<file path="src/mrba_pkg.sv">
// Shared types, codes and sizing constants for the multi-region bump allocator.
// Depends on nothing; every other file imports it.
package mrba_pkg;

  // Sizing
  localparam int SLOT_COUNT = 16;
  localparam int SIZE_BITS  = 24;
  localparam int SLOT_W     = (SLOT_COUNT > 1) ? $clog2(SLOT_COUNT) : 1;
  // aligned offset may exceed capacity by up to 2^15 - 1 before the fit check
  localparam int ALIGN_W    = SIZE_BITS + 16;

  // Operation codes
  localparam logic [2:0] OP_CREATE  = 3'd0;
  localparam logic [2:0] OP_ALLOC   = 3'd1;
  localparam logic [2:0] OP_RESET   = 3'd2;
  localparam logic [2:0] OP_DESTROY = 3'd3;
  localparam logic [2:0] OP_QUERY   = 3'd4;

  // Status codes
  localparam logic [1:0] ST_OK         = 2'd0;
  localparam logic [1:0] ST_NO_SLOT    = 2'd1;
  localparam logic [1:0] ST_NO_SPACE   = 2'd2;
  localparam logic [1:0] ST_BAD_HANDLE = 2'd3;

  // Request transaction as seen on the input port
  typedef struct packed {
    logic [2:0]  operation;
    logic [3:0]  handle;
    logic [23:0] request_bytes;
    logic [3:0]  align_log2;
    logic [31:0] base_address;
  } request_t;

  // Response transaction as seen on the output port
  typedef struct packed {
    logic [1:0]  status;
    logic [3:0]  slot_index;
    logic [31:0] address;
    logic        slot_valid;
    logic [23:0] capacity_bytes;
    logic [23:0] used_bytes;
    logic [23:0] free_bytes;
  } response_t;

  // Decoded command carried from the front end through the queue
  typedef struct packed {
    logic [2:0]           op;
    logic                 in_range;
    logic [SLOT_W-1:0]    slot;
    logic [SIZE_BITS-1:0] size;
    logic [3:0]           align_log2;
    logic [31:0]          base;
  } cmd_t;

endpackage

</file>
<file path="src/multi_region_bump_allocator.sv">
// Multi-region bump allocator: a table of 16 arenas (base, capacity, bump offset)
// handling create, alloc, reset, destroy and query. Each request transaction gets
// exactly one response transaction, in order. The front end takes a request every
// cycle while its two-entry queue has room; the back end handles each command as a
// fetch step (read the slot row, round the offset and find the lowest free slot),
// then an execute step (fit compare, address add and table write), and fetches no
// new command until the current one is done. Each request passes through a queue
// entry, the fetch registers and the response register. The response sits in an
// output register; while it waits to be taken, the back end holds its command and
// the queue takes up to two more requests before the request channel stalls.
// Depends on mrba_pkg, mrba_front, mrba_queue and mrba_back.
module multi_region_bump_allocator import mrba_pkg::*; (
  input  logic      clk,
  input  logic      rst,
  input  logic      req_valid,
  output logic      req_stall,
  input  request_t  req_data,
  output logic      rsp_valid,
  input  logic      rsp_stall,
  output response_t rsp_data
);

  logic push;
  logic pop;
  logic queue_full;
  logic queue_empty;
  cmd_t cmd_in;
  cmd_t cmd_head;

  mrba_front u_front (
    .req_valid  (req_valid),
    .req_data   (req_data),
    .req_stall  (req_stall),
    .queue_full (queue_full),
    .push       (push),
    .cmd        (cmd_in)
  );

  mrba_queue u_queue (
    .clk     (clk),
    .rst     (rst),
    .push    (push),
    .cmd_in  (cmd_in),
    .pop     (pop),
    .cmd_out (cmd_head),
    .full    (queue_full),
    .empty   (queue_empty)
  );

  mrba_back u_back (
    .clk         (clk),
    .rst         (rst),
    .queue_empty (queue_empty),
    .head        (cmd_head),
    .pop         (pop),
    .rsp_valid   (rsp_valid),
    .rsp_stall   (rsp_stall),
    .rsp_data    (rsp_data)
  );

endmodule

</file>
<file path="src/mrba_front.sv">
// Front end: accepts request transactions and decodes them into commands.
// Depends on mrba_pkg; feeds mrba_queue.
module mrba_front import mrba_pkg::*; (
  input  logic     req_valid,
  input  request_t req_data,
  output logic     req_stall,
  input  logic     queue_full,
  output logic     push,
  output cmd_t     cmd
);

  // Accept whenever the queue has room
  assign req_stall = queue_full;
  assign push      = req_valid && !queue_full;

  // Range-check the handle and size the fields for the slot table
  always_comb begin
    cmd.op         = req_data.operation;
    cmd.in_range   = (32'(req_data.handle) < SLOT_COUNT);
    cmd.slot       = SLOT_W'(req_data.handle);
    cmd.size       = SIZE_BITS'(req_data.request_bytes);
    cmd.align_log2 = req_data.align_log2;
    cmd.base       = req_data.base_address;
  end

endmodule

</file>
<file path="src/mrba_queue.sv">
// Two-entry command queue between the front end and the back end.
// Depends on mrba_pkg.
module mrba_queue import mrba_pkg::*; (
  input  logic clk,
  input  logic rst,
  input  logic push,
  input  cmd_t cmd_in,
  input  logic pop,
  output cmd_t cmd_out,
  output logic full,
  output logic empty
);

  cmd_t       entry [2];
  logic       wr_ptr;
  logic       rd_ptr;
  logic [1:0] count;

  assign full    = (count == 2'd2);
  assign empty   = (count == 2'd0);
  assign cmd_out = entry[rd_ptr];

  // Pointers and fill count
  always_ff @(posedge clk) begin
    if (rst) begin
      wr_ptr <= 1'b0;
      rd_ptr <= 1'b0;
      count  <= 2'd0;
    end else begin
      if (push) wr_ptr <= ~wr_ptr;
      if (pop)  rd_ptr <= ~rd_ptr;
      case ({push, pop})
        2'b10:   count <= count + 2'd1;
        2'b01:   count <= count - 2'd1;
        default: count <= count;
      endcase
    end
  end

  // Storage
  always_ff @(posedge clk) begin
    if (push) entry[wr_ptr] <= cmd_in;
  end

endmodule

</file>
<file path="src/mrba_back.sv">
// Back end: slot table, alignment and fit check, and the response register.
// Depends on mrba_pkg; pulls commands from mrba_queue.
module mrba_back import mrba_pkg::*; (
  input  logic      clk,
  input  logic      rst,
  input  logic      queue_empty,
  input  cmd_t      head,
  output logic      pop,
  output logic      rsp_valid,
  input  logic      rsp_stall,
  output response_t rsp_data
);

  localparam logic P_FETCH = 1'b0;
  localparam logic P_EXEC  = 1'b1;

  // Slot table
  logic [SLOT_COUNT-1:0] slot_used;
  logic [31:0]           slot_base     [SLOT_COUNT];
  logic [SIZE_BITS-1:0]  slot_capacity [SLOT_COUNT];
  logic [SIZE_BITS-1:0]  slot_offset   [SLOT_COUNT];

  // Command in flight
  logic                 phase;
  cmd_t                 cur;
  logic                 cur_used;
  logic [31:0]          cur_base;
  logic [SIZE_BITS-1:0] cur_cap;
  logic [SIZE_BITS-1:0] cur_off;
  logic [ALIGN_W-1:0]   aligned;
  logic                 free_found;
  logic [SLOT_W-1:0]    free_idx;

  logic [ALIGN_W-1:0]   amask;
  logic [ALIGN_W-1:0]   aligned_next;
  logic                 any_free;
  logic [SLOT_W-1:0]    first_free;

  logic                 done;
  logic                 handle_ok;
  logic [ALIGN_W:0]     fit_sum;
  logic                 fits;
  response_t            res;

  assign pop  = (phase == P_FETCH) && !queue_empty;
  assign done = (phase == P_EXEC) && (!rsp_valid || !rsp_stall);

  // Round the head slot's offset up to the requested alignment
  always_comb begin
    amask        = (ALIGN_W'(1) << head.align_log2) - ALIGN_W'(1);
    aligned_next = (ALIGN_W'(slot_offset[head.slot]) + amask) & ~amask;
  end

  // Lowest free slot
  always_comb begin
    any_free   = 1'b0;
    first_free = '0;
    for (int i = SLOT_COUNT - 1; i >= 0; i--) begin
      if (!slot_used[i]) begin
        any_free   = 1'b1;
        first_free = SLOT_W'(i);
      end
    end
  end

  // Sequencer
  always_ff @(posedge clk) begin
    if (rst) begin
      phase <= P_FETCH;
    end else begin
      case (phase)
        P_FETCH: if (pop)  phase <= P_EXEC;
        P_EXEC:  if (done) phase <= P_FETCH;
        default: phase <= P_FETCH;
      endcase
    end
  end

  // Fetch: capture the command and the slot it names
  always_ff @(posedge clk) begin
    if (pop) begin
      cur        <= head;
      cur_used   <= slot_used[head.slot];
      cur_base   <= slot_base[head.slot];
      cur_cap    <= slot_capacity[head.slot];
      cur_off    <= slot_offset[head.slot];
      aligned    <= aligned_next;
      free_found <= any_free;
      free_idx   <= first_free;
    end
  end

  // Execute: fit check, address and response fields
  always_comb begin
    handle_ok = cur.in_range && cur_used;
    fit_sum   = {1'b0, aligned} + (ALIGN_W + 1)'(cur.size);
    fits      = (fit_sum <= (ALIGN_W + 1)'(cur_cap));
    res       = '0;
    res.status = ST_OK;
    case (cur.op)
      OP_CREATE: begin
        if (free_found) res.slot_index = 4'(free_idx);
        else            res.status     = ST_NO_SLOT;
      end
      OP_ALLOC: begin
        if (!handle_ok)  res.status  = ST_BAD_HANDLE;
        else if (!fits)  res.status  = ST_NO_SPACE;
        else             res.address = cur_base + 32'(aligned);
      end
      OP_RESET, OP_DESTROY: begin
        if (!handle_ok) res.status = ST_BAD_HANDLE;
      end
      OP_QUERY: begin
        if (!handle_ok) begin
          res.status = ST_BAD_HANDLE;
        end else begin
          res.slot_valid     = 1'b1;
          res.capacity_bytes = 24'(cur_cap);
          res.used_bytes     = 24'(cur_off);
          res.free_bytes     = 24'(cur_cap - cur_off);
        end
      end
      default: res = '0;
    endcase
  end

  // Slot table update, committed with the response
  always_ff @(posedge clk) begin
    if (rst) begin
      slot_used <= '0;
    end else if (done) begin
      case (cur.op)
        OP_CREATE:  if (free_found) slot_used[free_idx] <= 1'b1;
        OP_DESTROY: if (handle_ok)  slot_used[cur.slot] <= 1'b0;
        default:    slot_used <= slot_used;
      endcase
    end
  end

  always_ff @(posedge clk) begin
    if (done) begin
      case (cur.op)
        OP_CREATE: begin
          if (free_found) begin
            slot_base[free_idx]     <= cur.base;
            slot_capacity[free_idx] <= cur.size;
            slot_offset[free_idx]   <= '0;
          end
        end
        OP_ALLOC: begin
          if (handle_ok && fits) slot_offset[cur.slot] <= SIZE_BITS'(fit_sum);
        end
        OP_RESET: begin
          if (handle_ok) slot_offset[cur.slot] <= '0;
        end
        default: ;
      endcase
    end
  end

  // Response register
  always_ff @(posedge clk) begin
    if (rst) begin
      rsp_valid <= 1'b0;
    end else if (done) begin
      rsp_valid <= 1'b1;
    end else if (!rsp_stall) begin
      rsp_valid <= 1'b0;
    end
  end

  always_ff @(posedge clk) begin
    if (done) rsp_data <= res;
  end

endmodule

</file>
<file path="config.mk">
export PLATFORM = sky130hd
export DESIGN_NAME = multi_region_bump_allocator
export DESIGN_NICKNAME = d
export VERILOG_FILES = /design/src/mrba_pkg.sv /design/src/multi_region_bump_allocator.sv /design/src/mrba_front.sv /design/src/mrba_queue.sv /design/src/mrba_back.sv
export SDC_FILE = /design/constraint.sdc
export NUM_CORES = 2
export LEC_CHECK = 0
export BUFFER_PORTS_ARGS = -buffer_cell sky130_fd_sc_hd__buf_2
export CORE_MARGIN = 2
export CORE_UTILIZATION = 40
export CTS_BUF_LIST = sky130_fd_sc_hd__clkbuf_16
export DETAILED_ROUTE_END_ITERATION = 8
export SLEW_MARGIN = 40
export SYNTH_ARGS = -nofsm -noshare
export SYNTH_HDL_FRONTEND = slang
export SYNTH_SLANG_ARGS = --single-unit
</file>
<file path="constraint.sdc">
create_clock -name clk -period 12.3 [get_ports clk]
set_input_delay 1.23 -clock clk [delete_from_list [all_inputs] [get_ports clk]]
set_output_delay 1.23 -clock clk [all_outputs]
set_load 0.02 [all_outputs]
</file>
==> metrics.md <==
| Metric | Value |
|---|---|
| Final period utilization | `0.595` |
| Largest net degree at the start of global routing | `135` |
| Worst slew pin tran | `0.872 ns` |
| Outcome | `complete, no violations` |
| Leading register cell type out of synthesis | `edfxtp_1` |
| Global Route Usage Sum | `0.203` |
| CTS buffer count | `178` |
| Mapped cell area | `70700 sq um` |
| First-pass GRT wire length | `264 mm` |
| Mux contribution to synthesized area | `0.115` |
| Post-route setup TNS | `0 ns` |
| Post-synthesis average cell area | `17.6 sq um` |
| Yosys top cell by area | `edfxtp_1` |
| Drt wl/cell | `26.9 um` |
| P_leak | `0.0266 uW` |
| Layout fillers | `15018` |
| Top area cells in the synthesized netlist | `edfxtp_1, mux4_2, ha_1` |
| Post-CTS Setup Repair Bufs | `0` |
| Worst Hold Class | `flop to flop` |
| P per Cell Area | `235 nW/um^2` |
| Clk sinks | `1737` |
| Area growth syn-to-layout | `14.7%` |
| Simple-gate area share of the yosys netlist | `0.0612` |
| Vias per cell | `5.54` |
| Share of cells above drive strength 1 | `0.217` |
| Fin. max-slew vios | `0` |
| Fmax | `137 MHz` |
| Post-Route WL | `184 mm` |
| Htree depth | `4` |
| Yosys top cell area share | `0.728` |
| Post-cts hold buffer count | `0` |
| CP endpoint kind | `flop` |
| Placed Cells incl. Taps | `6497` |
| Critical path's top delay family | `compound AO/OA/AOI/OAI gates` |
| Syn. warnings | `0` |
| Post-Synth XOR/XNOR Area | `0.00990` |
| CP max stage cell | `edfxtp_1` |
| Final Hold Fails | `0` |
| DR iter-0 viols | `3755` |
| Clock root buffer | `clkbuf_16` |
| Crit start category | `flop` |
| Hpwl dp | `114 mm` |
| Worst Skew | `0.0621 ns` |
| CP arrival | `7.77 ns` |
| Vias | `37867` |
| Buffers on Ports | `183` |
| Clock latency on the worst-skew pair | `0.82 ns` |
| Post-route DRC | `0` |
| Number of synthesized flops with an enable pin | `1714` |
| Register bit count reported by yosys | `1737` |
| Multi-input logic area | `18300 sq um` |
| Post_cts resized | `0` |
| CP Buf/Inv Count | `3` |
| Die height | `425 um` |
| Grt total ovfl | `0` |
| Clk pin slew, worst setup/hold paths | `0.06 ns` |
| Worst path most repeated cell | `a21oi_1` |
| Initial antenna violation count | `11` |
| Async S/R FF share, synth | `0` |
| CTS tree | `yes` |
| Distinct cells, synth | `75` |
| RSZ-0062 raised after global routing | `no` |
| Crit path kind | `flop to flop` |
| Synth Area in Compound Gates | `0.0406` |
| FF-to-FF setup slack | `4.99 ns` |
| Slew Limit Headroom | `0.414` |
| Tmin final | `7.31 ns` |
| Adder-cell share of the synthesized area | `0.0238` |
| Final setup fails | `0` |
| RePlAce Congestion | `0.887` |
| Die ar. | `180000 sq um` |
| Peak VDD IR | `163 uV` |
| Post-Synthesis Cells | `4020` |
| Main combinational cell family by area after synthesis | `multiplexers` |
| Crit-path max cell delay | `0.62 ns` |
| Nets | `4543` |
| Seq/Total Area, Yosys | `0.734` |
| Die width | `425 um` |
| Storage cell area | `51900 sq um` |
| Layout Cells excl Fill | `6831` |
| Core Footprint | `176000 sq um` |
| Worst-path fanout max | `24` |
| Row cnt | `154` |
| First-pass DRT Iterations | `5` |
| Top Ports | `184` |
| Vias in the first global route | `37395` |
| CP Data Required Time | `12.75 ns` |
| Antenna viol nets, final | `0` |
| Max clock buf depth | `3` |
| Max_cap viols | `0` |
| Starting Density | `0.402` |
-- metrics by stage --
step                setup slack (ns)  utilization  hold slack, ns  total power, uW  cell area, sq um
floorplan                       2.11            -           0.469            12000             70800
global route                    4.43        0.461           0.548            20000             81100
detailed placement              4.85        0.429           0.503            14000             75500
global placement                4.64        0.427           0.488            14000             75200
finish                          4.99        0.461           0.516            19100             81100
CTS                             4.84        0.461           0.514            19200             81000
-- worst register-to-register path, cell delays in order, from the launching register on --
cell and delay [ns]:
edfxtp_1 0.62, ha_1 0.31, inv_1 0.07, fa_1 0.20
nor2b_1 0.06, o21a_1 0.18, o21ai_1 0.29, a21oi_1 0.18
a21oi_1 0.36, o21bai_1 0.17, a2111oi_0 0.61, o21bai_1 0.14
a21oi_1 0.19, xnor2_1 0.11, ha_1 0.31, nand2_1 0.05
nor2_1 0.19, nand3_1 0.17, nor4_1 0.30, a21oi_1 0.10
a21boi_0 0.19, a2111oi_4 0.25, nand4_2 0.17, nor4_2 0.56
nor2_4 0.23, buf_16 0.23, o32ai_4 0.27, buf_4 0.43
-- area by class of cell --
cell class | count | share of cell area
Timing Repair Buffer | 284 | 0.0243
Clock inverter | 149 | 0.0129
Tap cell | 2340 | 0.0361
Sequential cell | 1737 | 0.640
Antenna cell | 3 | 0.0000925
Multi-Input combinational cell | 2019 | 0.226
Clock buffer | 179 | 0.0552
Inverter | 120 | 0.00589
-- power breakdown --
part / switching [uW] / internal (uW) / leakage [uW]
registers: 769 / 7610 / 0.0151
logic: 3520 / 2060 / 0.00866
clock network: 2270 / 2840 / 0.00289
total: 6560 / 12500 / 0.0266
-- per-layer routing --
| layer | part of all wire | track usage | wire length (um) |
|---|---|---|---|
| met1 | 0.41 | 0.269 | 75000 |
| met5 | 0.000071 | 0 | 13 |
| met3 | 0.060 | 0.0305 | 11000 |
| met2 | 0.50 | 0.340 | 91500 |
| met4 | 0.035 | 0.0755 | 6480 |
-- placed cells by master (no fill, tap or decap), drive strengths merged, types with 12 or more instances in the layout --
cell    count
a21boi     12
nand2     420
mux2i      15
o21a       15
mux4      324
edfxtp   1714
buf       284
xor2       38
a21oi      93
a31oi      93
nand4      20
nor2b      20
nor3       52
inv       175
clkbuf    179
and3       92
a211oi     30
a21o       40
nand2b     25
xnor2      42
nand3      32
o21ai      76
clkinv     81
or3        13
dfxtp      23
and4       16
nor2      206
conb       18
ha        128
mux2       63
-- worst paths after layout --
check | cells after the start | end | start
worst max register to register | 27 | u_back.slot_offset[15][7] | u_back.cur[36]
worst min-delay path | 2 | u_queue.count[1] | u_queue.count[1]
worst max-delay path | 27 | u_back.slot_offset[15][7] | u_back.cur[36]
worst min register to register | 2 | u_queue.count[1] | u_queue.count[1]
-- logic make-up after synthesis --
logic type | Yosys count
AO/OA/AOI/OAI | 442
XOR/XNOR | 80
adder cells (fa/ha/maj) | 132
buffers and inverters | 281
flip-flops | 1737
multiplexers | 402
other | 1
AND/OR/NAND/NOR | 945
-- flip-flops by register name (all words and copies together), names as in the netlist, 16 cells and up, named ones only --
register / count
u_back.cur_base: 32
u_back.aligned: 40
u_back.cur_off: 24
u_back.slot_base: 512
u_back.slot_capacity: 384
u_back.slot_used: 16
u_queue.entry: 134
u_back.cur: 63
u_back.cur_cap: 24
u_back.slot_offset: 384
u_back.rsp_data: 111
-- cells in the mapped netlist (all sizes together) (11+ instances only) --
cell	instances
xor2	38
a21o	40
edfxtp	1714
o21a	15
a21boi	12
nor2b	20
inv	119
buf	47
xnor2	42
dfxtp	23
nor2	206
a211oi	30
o21bai	11
nand2	420
clkbuf	114
and2	11
mux2i	15
or3	13
o21ai	76
nor3	52
and4	16
ha	128
a21oi	93
and3	92
a31oi	93
nand2b	25
nand4	20
mux2	63
mux4	324
nand3	32
(Power assumes the default switching activity.)
